===== src/point_in_polygon_ray_parity_macros.svh =====
// ----------------------------------------------------------------------------
// Assertion macros for the ray parity block
// Clocked on clk, quiet while arst_n is low.
// ----------------------------------------------------------------------------
`ifndef POINT_IN_POLYGON_RAY_PARITY_MACROS_SVH
`define POINT_IN_POLYGON_RAY_PARITY_MACROS_SVH

// consequent checked in the same cycle
`define PIPR_ASSERT_NOW(label, ante, cons, msg) \
	label: assert property (@(posedge clk) disable iff (!arst_n) (ante) |-> (cons)) \
		else $error(msg);

// consequent checked in the next cycle
`define PIPR_ASSERT_NEXT(label, ante, cons, msg) \
	label: assert property (@(posedge clk) disable iff (!arst_n) (ante) |=> (cons)) \
		else $error(msg);

`endif


===== src/pipr_pkg.sv =====
// ----------------------------------------------------------------------------
// pipr_pkg
// Widths, types and sequencer codes shared by the ray parity block.
// ----------------------------------------------------------------------------
`default_nettype none

package pipr_pkg;

	localparam int COORD_WIDTH = 16;
	localparam int DIFF_W      = COORD_WIDTH + 1;
	localparam int PROD_W      = 2 * DIFF_W;
	localparam int ACC_W       = PROD_W + 1;

	typedef logic signed [COORD_WIDTH-1:0] coord_t;
	typedef logic signed [DIFF_W-1:0]      diff_t;
	typedef logic signed [PROD_W-1:0]      prod_t;
	typedef logic signed [ACC_W-1:0]       acc_t;

	typedef enum logic [2:0] {
		ST_IDLE,
		ST_DIFF,
		ST_MUL_AB,
		ST_MUL_CD,
		ST_SUB,
		ST_DECIDE,
		ST_EMIT
	} state_t;

	typedef enum logic [2:0] {
		OP_HOLD,
		OP_DIFF,
		OP_MUL_AB,
		OP_MUL_CD,
		OP_SUB
	} mac_op_t;

	typedef struct packed {
		mac_op_t op;
		logic    closing;
		logic    decide;
		logic    emit;
	} seq_ctrl_t;

	function automatic diff_t widen(coord_t v);
		return {v[COORD_WIDTH-1], v};
	endfunction

endpackage

`default_nettype wire


===== src/pipr_vtx_if.sv =====
// ----------------------------------------------------------------------------
// pipr_vtx_if
// Vertex channel: query point, one polygon corner and the closing mark.
// ----------------------------------------------------------------------------
`default_nettype none

interface pipr_vtx_if;
	logic             valid;
	logic             ready;
	pipr_pkg::coord_t query_x;
	pipr_pkg::coord_t query_y;
	pipr_pkg::coord_t corner_x;
	pipr_pkg::coord_t corner_y;
	logic             final_corner;

	modport source (
		output valid, query_x, query_y, corner_x, corner_y, final_corner,
		input  ready
	);
	modport sink (
		input  valid, query_x, query_y, corner_x, corner_y, final_corner,
		output ready
	);
endinterface

`default_nettype wire


===== src/pipr_res_if.sv =====
// ----------------------------------------------------------------------------
// pipr_res_if
// Result channel: inside flag for one closed polygon.
// ----------------------------------------------------------------------------
`default_nettype none

interface pipr_res_if;
	logic valid;
	logic ready;
	logic inside_res;

	modport source (output valid, inside_res, input ready);
	modport sink (input valid, inside_res, output ready);
endinterface

`default_nettype wire


===== src/point_in_polygon_ray_parity.sv =====
// ----------------------------------------------------------------------------
// point_in_polygon_ray_parity
// Point in polygon by crossing parity of a vertical ray.
// ----------------------------------------------------------------------------
// Usage:
//   vtx carries one polygon corner per transfer together with the query point;
//   final_corner marks the corner that closes the polygon. res carries one
//   inside flag per closed polygon.
//   Each edge runs through one shared 17x17 multiplier and a 35-bit
//   accumulator: difference, two products, subtract, decide.
//   The first corner of a polygon leaves ready high.
//   A later corner holds ready low until its edge is decided.
//   The closing corner also tests the closing edge (a lone corner only that
//   one): the result becomes valid and ready returns in the same cycle.
//   The result sits in an output register; while it waits the block takes
//   further corners, and only a second closing corner waits for the
//   receiver to take the first result.
//   arst_n clears the polygon state (no start corner, even parity) and the
//   output valid.
// ----------------------------------------------------------------------------
`default_nettype none

`include "point_in_polygon_ray_parity_macros.svh"

module point_in_polygon_ray_parity (
	input  wire logic clk,
	input  wire logic arst_n,
	pipr_vtx_if.sink  vtx,
	pipr_res_if.source res
);

	pipr_pkg::coord_t px_q, py_q, cur_x_q, cur_y_q;
	pipr_pkg::coord_t start_x_q, start_y_q, prior_x_q, prior_y_q;
	pipr_pkg::coord_t edge_cx, edge_cy, edge_dx, edge_dy;
	logic             last_q, seen_q, parity_q;
	logic             out_valid_q, inside_q;

	logic                vtx_fire, out_free, idle, crosses;
	pipr_pkg::seq_ctrl_t ctrl;

	assign vtx_fire  = vtx.valid && vtx.ready;
	assign out_free  = !out_valid_q || res.ready;
	assign vtx.ready = idle;
	assign res.valid      = out_valid_q;
	assign res.inside_res = inside_q;

	// running edge prior->current, closing edge current->start
	always_comb begin
		edge_cx = ctrl.closing ? cur_x_q   : prior_x_q;
		edge_cy = ctrl.closing ? cur_y_q   : prior_y_q;
		edge_dx = ctrl.closing ? start_x_q : cur_x_q;
		edge_dy = ctrl.closing ? start_y_q : cur_y_q;
	end

	pipr_seq u_seq (
		.clk      (clk),
		.arst_n   (arst_n),
		.vtx_fire (vtx_fire),
		.final_in (vtx.final_corner),
		.seen     (seen_q),
		.last     (last_q),
		.out_free (out_free),
		.idle     (idle),
		.ctrl     (ctrl)
	);

	pipr_mac u_mac (
		.clk     (clk),
		.op      (ctrl.op),
		.px      (px_q),
		.py      (py_q),
		.cx      (edge_cx),
		.cy      (edge_cy),
		.dx      (edge_dx),
		.dy      (edge_dy),
		.crosses (crosses)
	);

	always_ff @(posedge clk) begin
		if (vtx_fire) begin
			px_q    <= vtx.query_x;
			py_q    <= vtx.query_y;
			cur_x_q <= vtx.corner_x;
			cur_y_q <= vtx.corner_y;
		end
		if (ctrl.emit) begin
			inside_q <= parity_q;
		end
	end

	always_ff @(posedge clk or negedge arst_n) begin
		if (!arst_n) begin
			last_q      <= 1'b0;
			seen_q      <= 1'b0;
			parity_q    <= 1'b0;
			start_x_q   <= '0;
			start_y_q   <= '0;
			prior_x_q   <= '0;
			prior_y_q   <= '0;
			out_valid_q <= 1'b0;
		end else begin
			if (vtx_fire) begin
				last_q <= vtx.final_corner;
				if (!seen_q) begin
					start_x_q <= vtx.corner_x;
					start_y_q <= vtx.corner_y;
					prior_x_q <= vtx.corner_x;
					prior_y_q <= vtx.corner_y;
					seen_q    <= 1'b1;
					parity_q  <= 1'b0;
				end
			end
			if (ctrl.decide) begin
				parity_q  <= parity_q ^ crosses;
				prior_x_q <= cur_x_q;
				prior_y_q <= cur_y_q;
			end
			if (ctrl.emit) begin
				out_valid_q <= 1'b1;
				seen_q      <= 1'b0;
				parity_q    <= 1'b0;
			end else if (res.ready) begin
				out_valid_q <= 1'b0;
			end
		end
	end

	`PIPR_ASSERT_NEXT(a_busy_after_edge, vtx_fire && (seen_q || vtx.final_corner), !vtx.ready, "block took a corner while an edge was in progress")
	`PIPR_ASSERT_NOW(a_emit_on_last, ctrl.emit, last_q && seen_q, "result given for a corner that does not close a polygon")
	`PIPR_ASSERT_NEXT(a_clear_after_emit, ctrl.emit, !seen_q && !parity_q && res.valid, "polygon state not cleared after a result")
	`PIPR_ASSERT_NOW(a_decide_with_start, ctrl.decide, seen_q && !vtx.ready, "edge decided without a start corner")

endmodule

`default_nettype wire


===== src/pipr_mac.sv =====
// ----------------------------------------------------------------------------
// pipr_mac
// Shared difference / multiply / accumulate unit and the edge crossing test.
// ----------------------------------------------------------------------------
`default_nettype none

module pipr_mac (
	input  wire logic                clk,
	input  wire pipr_pkg::mac_op_t   op,
	input  wire pipr_pkg::coord_t    px,
	input  wire pipr_pkg::coord_t    py,
	input  wire pipr_pkg::coord_t    cx,
	input  wire pipr_pkg::coord_t    cy,
	input  wire pipr_pkg::coord_t    dx,
	input  wire pipr_pkg::coord_t    dy,
	output logic                     crosses
);

	// a = cx-px, b = dy-py, c = cy-py, d = dx-px, e = dx-cx
	pipr_pkg::diff_t a_q, b_q, c_q, d_q, e_q;
	pipr_pkg::prod_t prod_q;
	pipr_pkg::acc_t  acc_q;

	pipr_pkg::diff_t mul_x, mul_y;
	pipr_pkg::prod_t product;

	logic a_zero, d_zero, e_zero, acc_zero;
	logic same_side;

	always_comb begin
		mul_x   = (op == pipr_pkg::OP_MUL_CD) ? c_q : a_q;
		mul_y   = (op == pipr_pkg::OP_MUL_CD) ? d_q : b_q;
		product = mul_x * mul_y;
	end

	always_ff @(posedge clk) begin
		case (op)
			pipr_pkg::OP_DIFF: begin
				a_q <= pipr_pkg::widen(cx) - pipr_pkg::widen(px);
				b_q <= pipr_pkg::widen(dy) - pipr_pkg::widen(py);
				c_q <= pipr_pkg::widen(cy) - pipr_pkg::widen(py);
				d_q <= pipr_pkg::widen(dx) - pipr_pkg::widen(px);
				e_q <= pipr_pkg::widen(dx) - pipr_pkg::widen(cx);
			end
			pipr_pkg::OP_MUL_AB: begin
				prod_q <= product;
			end
			pipr_pkg::OP_MUL_CD: begin
				prod_q <= product;
				acc_q  <= pipr_pkg::ACC_W'(prod_q);
			end
			pipr_pkg::OP_SUB: begin
				acc_q <= acc_q - pipr_pkg::ACC_W'(prod_q);
			end
			default: begin
			end
		endcase
	end

	// valid while the sequencer sits in its decide step
	always_comb begin
		a_zero    = (a_q == '0);
		d_zero    = (d_q == '0);
		e_zero    = (e_q == '0);
		acc_zero  = (acc_q == '0);
		same_side = !a_zero && (a_q[pipr_pkg::DIFF_W-1] == d_q[pipr_pkg::DIFF_W-1]);
		crosses   = !e_zero && !d_zero && !same_side &&
			(acc_zero || (acc_q[pipr_pkg::ACC_W-1] != e_q[pipr_pkg::DIFF_W-1]));
	end

endmodule

`default_nettype wire


===== src/pipr_seq.sv =====
// ----------------------------------------------------------------------------
// pipr_seq
// Sequencer: steps the shared unit through each edge as its vertex arrives.
// ----------------------------------------------------------------------------
`default_nettype none

module pipr_seq (
	input  wire logic                  clk,
	input  wire logic                  arst_n,
	input  wire logic                  vtx_fire,
	input  wire logic                  final_in,
	input  wire logic                  seen,
	input  wire logic                  last,
	input  wire logic                  out_free,
	output logic                       idle,
	output pipr_pkg::seq_ctrl_t        ctrl
);

	pipr_pkg::state_t state_q, state_d;
	logic             closing_q, closing_d;

	always_ff @(posedge clk or negedge arst_n) begin
		if (!arst_n) begin
			state_q   <= pipr_pkg::ST_IDLE;
			closing_q <= 1'b0;
		end else begin
			state_q   <= state_d;
			closing_q <= closing_d;
		end
	end

	always_comb begin
		state_d      = state_q;
		closing_d    = closing_q;
		ctrl.op      = pipr_pkg::OP_HOLD;
		ctrl.closing = closing_q;
		ctrl.decide  = 1'b0;
		ctrl.emit    = 1'b0;
		idle         = 1'b0;
		case (state_q)
			pipr_pkg::ST_IDLE: begin
				idle = 1'b1;
				if (vtx_fire) begin
					// first vertex has no incoming edge; only a lone final one closes
					if (seen) begin
						closing_d = 1'b0;
						state_d   = pipr_pkg::ST_DIFF;
					end else if (final_in) begin
						closing_d = 1'b1;
						state_d   = pipr_pkg::ST_DIFF;
					end
				end
			end
			pipr_pkg::ST_DIFF: begin
				ctrl.op = pipr_pkg::OP_DIFF;
				state_d = pipr_pkg::ST_MUL_AB;
			end
			pipr_pkg::ST_MUL_AB: begin
				ctrl.op = pipr_pkg::OP_MUL_AB;
				state_d = pipr_pkg::ST_MUL_CD;
			end
			pipr_pkg::ST_MUL_CD: begin
				ctrl.op = pipr_pkg::OP_MUL_CD;
				state_d = pipr_pkg::ST_SUB;
			end
			pipr_pkg::ST_SUB: begin
				ctrl.op = pipr_pkg::OP_SUB;
				state_d = pipr_pkg::ST_DECIDE;
			end
			pipr_pkg::ST_DECIDE: begin
				ctrl.decide = 1'b1;
				if (!closing_q && last) begin
					closing_d = 1'b1;
					state_d   = pipr_pkg::ST_DIFF;
				end else if (last) begin
					state_d = pipr_pkg::ST_EMIT;
				end else begin
					state_d = pipr_pkg::ST_IDLE;
				end
			end
			pipr_pkg::ST_EMIT: begin
				if (out_free) begin
					ctrl.emit = 1'b1;
					state_d   = pipr_pkg::ST_IDLE;
				end
			end
			default: begin
				state_d = pipr_pkg::ST_IDLE;
			end
		endcase
	end

endmodule

`default_nettype wire


===== src/flat_wrapper.sv =====
// flat-port wrapper written by rule: the top's interface ports become plain ports
module point_in_polygon_ray_parity_flat 
  (clk, arst_n, vtx_valid, vtx_query_x, vtx_query_y, vtx_corner_x, vtx_corner_y, vtx_final_corner, vtx_ready, res_valid, res_inside_res, res_ready);
  pipr_vtx_if vtx_i ();
  pipr_res_if res_i ();
  input  wire logic clk;
  input  wire logic arst_n;
  input wire logic [$bits(vtx_i.valid)-1:0] vtx_valid;
  input wire logic [$bits(vtx_i.query_x)-1:0] vtx_query_x;
  input wire logic [$bits(vtx_i.query_y)-1:0] vtx_query_y;
  input wire logic [$bits(vtx_i.corner_x)-1:0] vtx_corner_x;
  input wire logic [$bits(vtx_i.corner_y)-1:0] vtx_corner_y;
  input wire logic [$bits(vtx_i.final_corner)-1:0] vtx_final_corner;
  output wire logic [$bits(vtx_i.ready)-1:0] vtx_ready;
  output wire logic [$bits(res_i.valid)-1:0] res_valid;
  output wire logic [$bits(res_i.inside_res)-1:0] res_inside_res;
  input wire logic [$bits(res_i.ready)-1:0] res_ready;
  assign vtx_i.valid = vtx_valid;
  assign vtx_i.query_x = vtx_query_x;
  assign vtx_i.query_y = vtx_query_y;
  assign vtx_i.corner_x = vtx_corner_x;
  assign vtx_i.corner_y = vtx_corner_y;
  assign vtx_i.final_corner = vtx_final_corner;
  assign vtx_ready = vtx_i.ready;
  assign res_valid = res_i.valid;
  assign res_inside_res = res_i.inside_res;
  assign res_i.ready = res_ready;
  point_in_polygon_ray_parity u_core (.clk(clk), .arst_n(arst_n), .vtx(vtx_i), .res(res_i));
endmodule

===== config.mk =====
export PLATFORM = sky130hd
export DESIGN_NAME = point_in_polygon_ray_parity_flat
export DESIGN_NICKNAME = d
export VERILOG_FILES = /design/src/pipr_pkg.sv /design/src/pipr_vtx_if.sv /design/src/pipr_res_if.sv /design/src/point_in_polygon_ray_parity.sv /design/src/pipr_mac.sv /design/src/pipr_seq.sv /design/src/flat_wrapper.sv
export VERILOG_INCLUDE_DIRS = /design/src /design/src/src
export SDC_FILE = /design/constraint.sdc
export NUM_CORES = 1
export LEC_CHECK = 0
export ABC_AREA = 1
export BUFFER_PORTS_ARGS = -buffer_cell sky130_fd_sc_hd__buf_4
export CAP_MARGIN = 25
export CORE_UTILIZATION = 55
export CTS_CLUSTER_DIAMETER = 150
export DETAILED_ROUTE_END_ITERATION = 12
export HOLD_SLACK_MARGIN = 0.08
export PLACE_DENSITY = 0.72
export SLEW_MARGIN = 20
export SYNTH_ARGS = -nofsm -noshare
export SYNTH_HDL_FRONTEND = slang
export SYNTH_SLANG_ARGS = --single-unit

===== constraint.sdc =====
create_clock -name clk -period 10.9 [get_ports clk]
set_input_delay 2.18 -clock clk [delete_from_list [all_inputs] [get_ports clk]]
set_output_delay 2.18 -clock clk [all_outputs]
set_load 0.1 [all_outputs]

== After elaboration in Yosys (flattened, before gate mapping) ==
Index checks and enable logic that the tools add are counted.
Storage, ports and cells
  output and inout bits: 3
  word-level logic and storage cells: 118
  memory bits (writable): 0
  register bits after elaboration: 291
  memories kept: 0
  memory bits (read-only): 0
  bits in latches: 0
Operators by class
  reductions and logical operators: 31
  shift-type cells: 0
  mux-type cells: 38
  $mul: 1
  magnitude comparators: 0
  equality and inequality tests: 18
  add/subtract/negate cells: 6
  bitwise logic cells: 2
  divide/modulo/power cells: 0
Operators with widths (number)
  $mux 16: 10
  $sub 16x16->17: 5
  $pmux 35 s2: 1
  $logic_not 17->1: 3
  $logic_not 35->1: 1
  $sub 35x34->35: 1
  $mul 17x17->34: 1
  $mux 17: 2
  $pmux 3 s7: 1
  $mux 3: 6
  $mux 1: 16
  $eq 3x2->1 const B: 4
  $eq 3x3->1 const B: 4
  $pmux 3 s4: 1
  $reduce_bool 2->1: 5
  $eq 3x1->1 const B: 2
  $logic_and 1x1->1: 6
  $logic_not 1->1: 6
  $ne 2x2->1 const B: 3
  $reduce_and 2->1: 3
  $reduce_and 4->1: 1
  $logic_not 3->1: 1
  $ne 3x2->1 const B: 1
  $ne 3x3->1 const B: 1
  other kinds (10): 11

== Depth between registers and ports, before layout ==
  depth after elaboration: 9
  gate-level depth with buffers: 33
  gate-level depth less buffers: 31

== Cells and area by module ==
Synthesis repeated with hierarchy kept, for this count alone.
Second synthesis, totals
  cell total of the unflattened synthesis: 3408
  area total of the unflattened synthesis: 29349.4 um^2
By module, submodules not included
  pipr_mac: seq. area each 4624.4 um^2, instances 1, area each 23297.3 um^2, cells each 2858
  point_in_polygon_ray_parity: seq. area each 3653.5 um^2, instances 1, area each 5770.5 um^2, cells each 510
  pipr_seq: seq. area each 100.1 um^2, instances 1, area each 281.5 um^2, cells each 40

== Least setup slack after synthesis ==
No wires, ideal clock.
  path type: flip-flop to flip-flop
  from: reg u_core.u_seq.state_q[0]
  to: reg u_core.u_mac.a_q[0], enable pin
  stages on the path, launching flop included: 4
  data arrival time: 6317 ps
  library setup time: 636 ps
  path buffers: 1
  path slack: 3947 ps
  clock period less this slack: 6953 ps
  cells stage by stage: dfrtp_1 > buf_2 > inv_1 > nor3_1
Between the ends
  longest elaborated chain between the ends: 3
  elaborated cells between the ends (all ways): 6
RTL lines
  start: declaration: line pipr_seq.sv:19  | pipr_pkg::state_t state_q, state_d;
  start signal: assignment: line pipr_seq.sv:24  | state_q <= pipr_pkg::ST_IDLE;
  start signal: assignment: line pipr_seq.sv:27  | state_q <= state_d;
  $eq 3x3->1, or another cell as far along: line pipr_seq.sv:40  | case (state_q)
  $pmux 3 s4 (*): line pipr_seq.sv:40
  $eq 3x1->1 (*): line pipr_mac.sv:37  | case (op)
  end signal: assignment: line pipr_mac.sv:39  | a_q <= pipr_pkg::widen(cx) - pipr_pkg::widen(px);
  end: declaration: line pipr_mac.sv:20  | pipr_pkg::diff_t a_q, b_q, c_q, d_q, e_q;
Mark *: on every way between the ends. The rest lies on a longest branch, timed or not.
A chain may end at the register's enable or synchronous reset.

== Worst setup path after layout ==
  from: reg u_core.u_seq.state_q[2]
  to: reg u_core.u_mac.prod_q[32], data pin
Between the ends
  longest elaborated chain between the ends: 5
  elaborated cells between the ends (all ways): 9
RTL lines
  $eq 3x3->1, or another cell as far along: line pipr_seq.sv:40
  $pmux 3 s4 (*): line pipr_seq.sv:40
  $eq 3x2->1 (*): line pipr_mac.sv:31, pipr_mac.sv:32
  $mux 17, on equally long branches: line pipr_mac.sv:31, pipr_mac.sv:32
  $mul 17x17->34 (*): line pipr_mac.sv:33  | product = mul_x * mul_y;
  via u_core.u_mac.product[32]: line pipr_mac.sv:25  | pipr_pkg::prod_t product;
  end signal: assignment: line pipr_mac.sv:46  | prod_q <= product;
  end signal: assignment: line pipr_mac.sv:49  | prod_q <= product;
  end: declaration: line pipr_mac.sv:21  | pipr_pkg::prod_t prod_q;
The timed path passes the listed nets; every way through them passes the cells marked *.

==> flow_metrics.py <==
metrics = {
    "status": {
        "status": "finished, final reports clean",
    },
    "synthesis": {
        "synth_most_common_cell": "nand2_1",
        "synth_top_area_share": 0.228,
        "synth_cells": 3449,
        "synth-seq-cells": 291,
        "synth_edf_count": 219,
        "synth_fp_nets": 4019,
        "yosysUniqueCellTypes": 48,
        "yosysSeqAreaShare": 0.290,
        "synth.area.top_cells": "edfxtp_1 23%, fa_1 21%, nand2_1 11%",
        "ys_warn_count": 0,
        "synth_commonest_cells": "813 x nand2_1, 673 x inv_1, 348 x nor2_1",
        "synthesis.area_sq_um": 28900,
        "async_flop_share": 0.247,
        "synth_ff_type": "edfxtp_1",
        "postSynthAreaPerCell_sq_um": 8.37,
        "yosysTopAreaCell": "edfxtp_1",
    },
    "global_route": {
        "grt_overflow_total": 0,
        "grt_pass1_wl_mm": 119,
        "grt_max_degree": 87,
        "grt_pass1_vias": 22300,
        "grt_use_total": 0.288,
        "antenna_found_initial": 1,
    },
    "sta": {
        "rsz0062_at_grt": "no",
        "setup-tns-final_ps": 0,
        "finalMaxSlewViolations": 0,
        "hold_viol": 0,
        "relSlewSlack": 0.355,
        "worst_slack_ps": 2680,
        "skew_ps": 31.6,
        "tightest_slew_ps": 961,
        "min_period_over_period": 0.754,
        "clock.fmax_mhz": 122,
        "setup_violations": 0,
        "fin_crit_ps": 8220,
    },
    "final_layout": {
        "area_growth_pct": 7.92,
        "nNetsFinal": 4079,
        "antenna_cells": 0,
        "drive_gt1_frac": 0.0558,
    },
    "critical_path": {
        "path_max_fanout": 70,
        "slowest_delay_ps": 990,
        "cp_slowest_cell": "o21ai_1",
        "cp_common_cell": "fa_1",
        "critPathCaptureType": "flip-flop",
        "crit_type": "reg2reg",
        "critPathRequiredTime_ps": 11200,
        "crit_arrival_ps": 8520,
        "cp-start-kind": "flip-flop",
        "crit_chain": "nor2_4 > nand2_4 > o21ai_1 > inv_1 > nor2_1 > fa_1 > fa_1 > fa_1 > fa_1 > fa_1 > inv_1 > fa_1 > inv_1 > ha_1 > nand2_1 > nor2_1 > inv_1 > nor2_1 > nand2_1 > or2_2 > nand3_1 > nand2_1",
    },
    "clocking": {
        "insertion_delay_ps": 560,
        "clk_pin_slew_ps": 60,
        "cts_max_level": 2,
        "cts_made_buffers": 34,
        "cts_root_buf": "clkbuf_16",
        "clockBufferDepth": 3,
        "cts_tree": "built",
        "post_cts_buffers": 0,
        "clock_sinks": 291,
        "cts_resized": 0,
        "hold_buffers": 0,
    },
    "placed_design": {
        "routabilityCongestion": 1.00,
        "dp_slack_ps": 2040,
        "dpl.hpwl_mm": 61.5,
        "port_buffers": 71,
    },
    "floorplan": {
        "fp.dieArea_sq_um": 53400,
        "rows": 83,
        "core_area_sq_um": 51600,
        "initial_core_util": 0.559,
        "io-pin-count": 72,
        "die_y_um": 231,
        "die_x_um": 231,
    },
    "detailed_routing": {
        "vias": 22600,
        "dr.pass1.iters": 6,
        "final_antenna_net_count": 0,
        "wl_per_cell_um": 17.9,
        "drc_errors": 0,
        "wl_mm": 75.3,
        "viasPerCell": 5.38,
        "drt_iter0_drc": 1783,
    },
    "run": {
        "cap_violations": 0,
    },
    "worst_hold_path": {
        "hold_class": "reg2reg",
    },
}
per-layer routing:
metal	up-vias	share of wire	global-route usage
met4	2	0.034	0.0989
met5	-	0.00017	0
met1	10800	0.43	0.387
li1	10900	-	-
met2	801	0.46	0.471
met3	145	0.076	0.0493
critical path, delay by kind of cell (launching register included):
family                   cells  cell delay, ps
buffers and inverters        4             530
AO/OA/AOI/OAI                1             990
AND/OR/NAND/NOR             10            2090
adder cells (fa/ha/maj)      7            3790
flip-flops                   1             470
kinds of logic (layout without fill, tap and decap cells):
group / after synthesis / after routing / share of synthesized area
and+or+nand+nor: 1363 / 1363 / 0.190
buffers and inverters: 751 / 834 / 0.101
adders and majority gates: 501 / 501 / 0.296
AOI/OAI and AO/OA: 428 / 428 / 0.0873
DFF: 291 / 291 / 0.290
xor gates and xnor gates: 114 / 114 / 0.0346
muxes: 1 / 1 / 0.000347
sequential cells by signal (all words and copies together), names as in the netlist, 17 cells and up:
signal	cells
u_core.u_mac.d_q	17
u_core.u_mac.c_q	17
u_core.u_mac.acc_q	35
u_core.u_mac.a_q	17
u_core.u_mac.prod_q	34
u_core.u_mac.e_q	17
u_core.u_mac.b_q	17
placed cells by master (no fill, tap or decap), drive strengths merged, types with 2 or more instances in the layout:
master | Yosys | layout
a211oi | 2 | 2
a21boi | 7 | 7
a21o | 12 | 12
a21oi | 147 | 147
a31oi | 7 | 7
buf | 44 | 90
bufinv | 0 | 2
clkbuf | 22 | 40
clkinv | 1 | 14
clkinvlp | 0 | 2
dfrtp | 72 | 72
edfxtp | 219 | 219
fa | 302 | 302
ha | 199 | 199
inv | 684 | 686
nand2 | 815 | 815
nand3 | 116 | 116
nand3b | 15 | 15
nand4 | 32 | 32
nor2 | 354 | 354
nor3 | 19 | 19
nor4 | 2 | 2
o211ai | 20 | 20
o21a | 3 | 3
o21ai | 201 | 201
o21bai | 17 | 17
o22ai | 3 | 3
o31ai | 5 | 5
or2 | 8 | 8
xnor2 | 40 | 40
xor2 | 74 | 74
area by class of cell:
| type | instances | area, sq um |
|---|---|---|
| Fill cell | 4563 | 20500 |
| Multi-Input combinational cell | 2407 | 17600 |
| Sequential cell | 291 | 8380 |
| Inverter | 685 | 2570 |
| Clock buffer | 40 | 883 |
| Tap cell | 680 | 851 |
| Timing Repair Buffer | 90 | 721 |
| Clock inverter | 19 | 175 |
through the flow:
step,utilization,instance area (sq um),cells,hold WS [ps]
2_1_floorplan,-,28900,3449,447
3_3_place_gp,0.581,30000,4148,465
3_5_place_dp,0.581,30000,4148,469
4_1_cts,0.602,31100,4207,484
5_1_grt,0.603,31100,4212,500
6_report,0.603,31100,4212,483
final timing paths:
path / depth (start not counted) / slack, ps / to / from
max: 22 / 2680 / u_core.u_mac.prod_q[32]$_DFFE_PP_ / u_core.u_seq.state_q[2]$_DFFE_PN0P_
min: 2 / 480 / u_core.prior_y_q[14]$_DFFE_PN0P_ / u_core.prior_y_q[14]$_DFFE_PN0P_
max reg2reg: 22 / 2680 / u_core.u_mac.prod_q[32]$_DFFE_PP_ / u_core.u_seq.state_q[2]$_DFFE_PN0P_
min reg2reg: 2 / 480 / u_core.prior_y_q[14]$_DFFE_PN0P_ / u_core.prior_y_q[14]$_DFFE_PN0P_
max in group asynchronous: 2 / 8840 / u_core.u_seq.closing_q$_DFFE_PN0P_ / arst_n
min in group asynchronous: 1 / 1490 / u_core.prior_y_q[15]$_DFFE_PN0P_ / arst_n
Power is left out: the tool's default activity adds up to more than one toggle a clock period on the data nets, which glitch-free logic cannot reach.
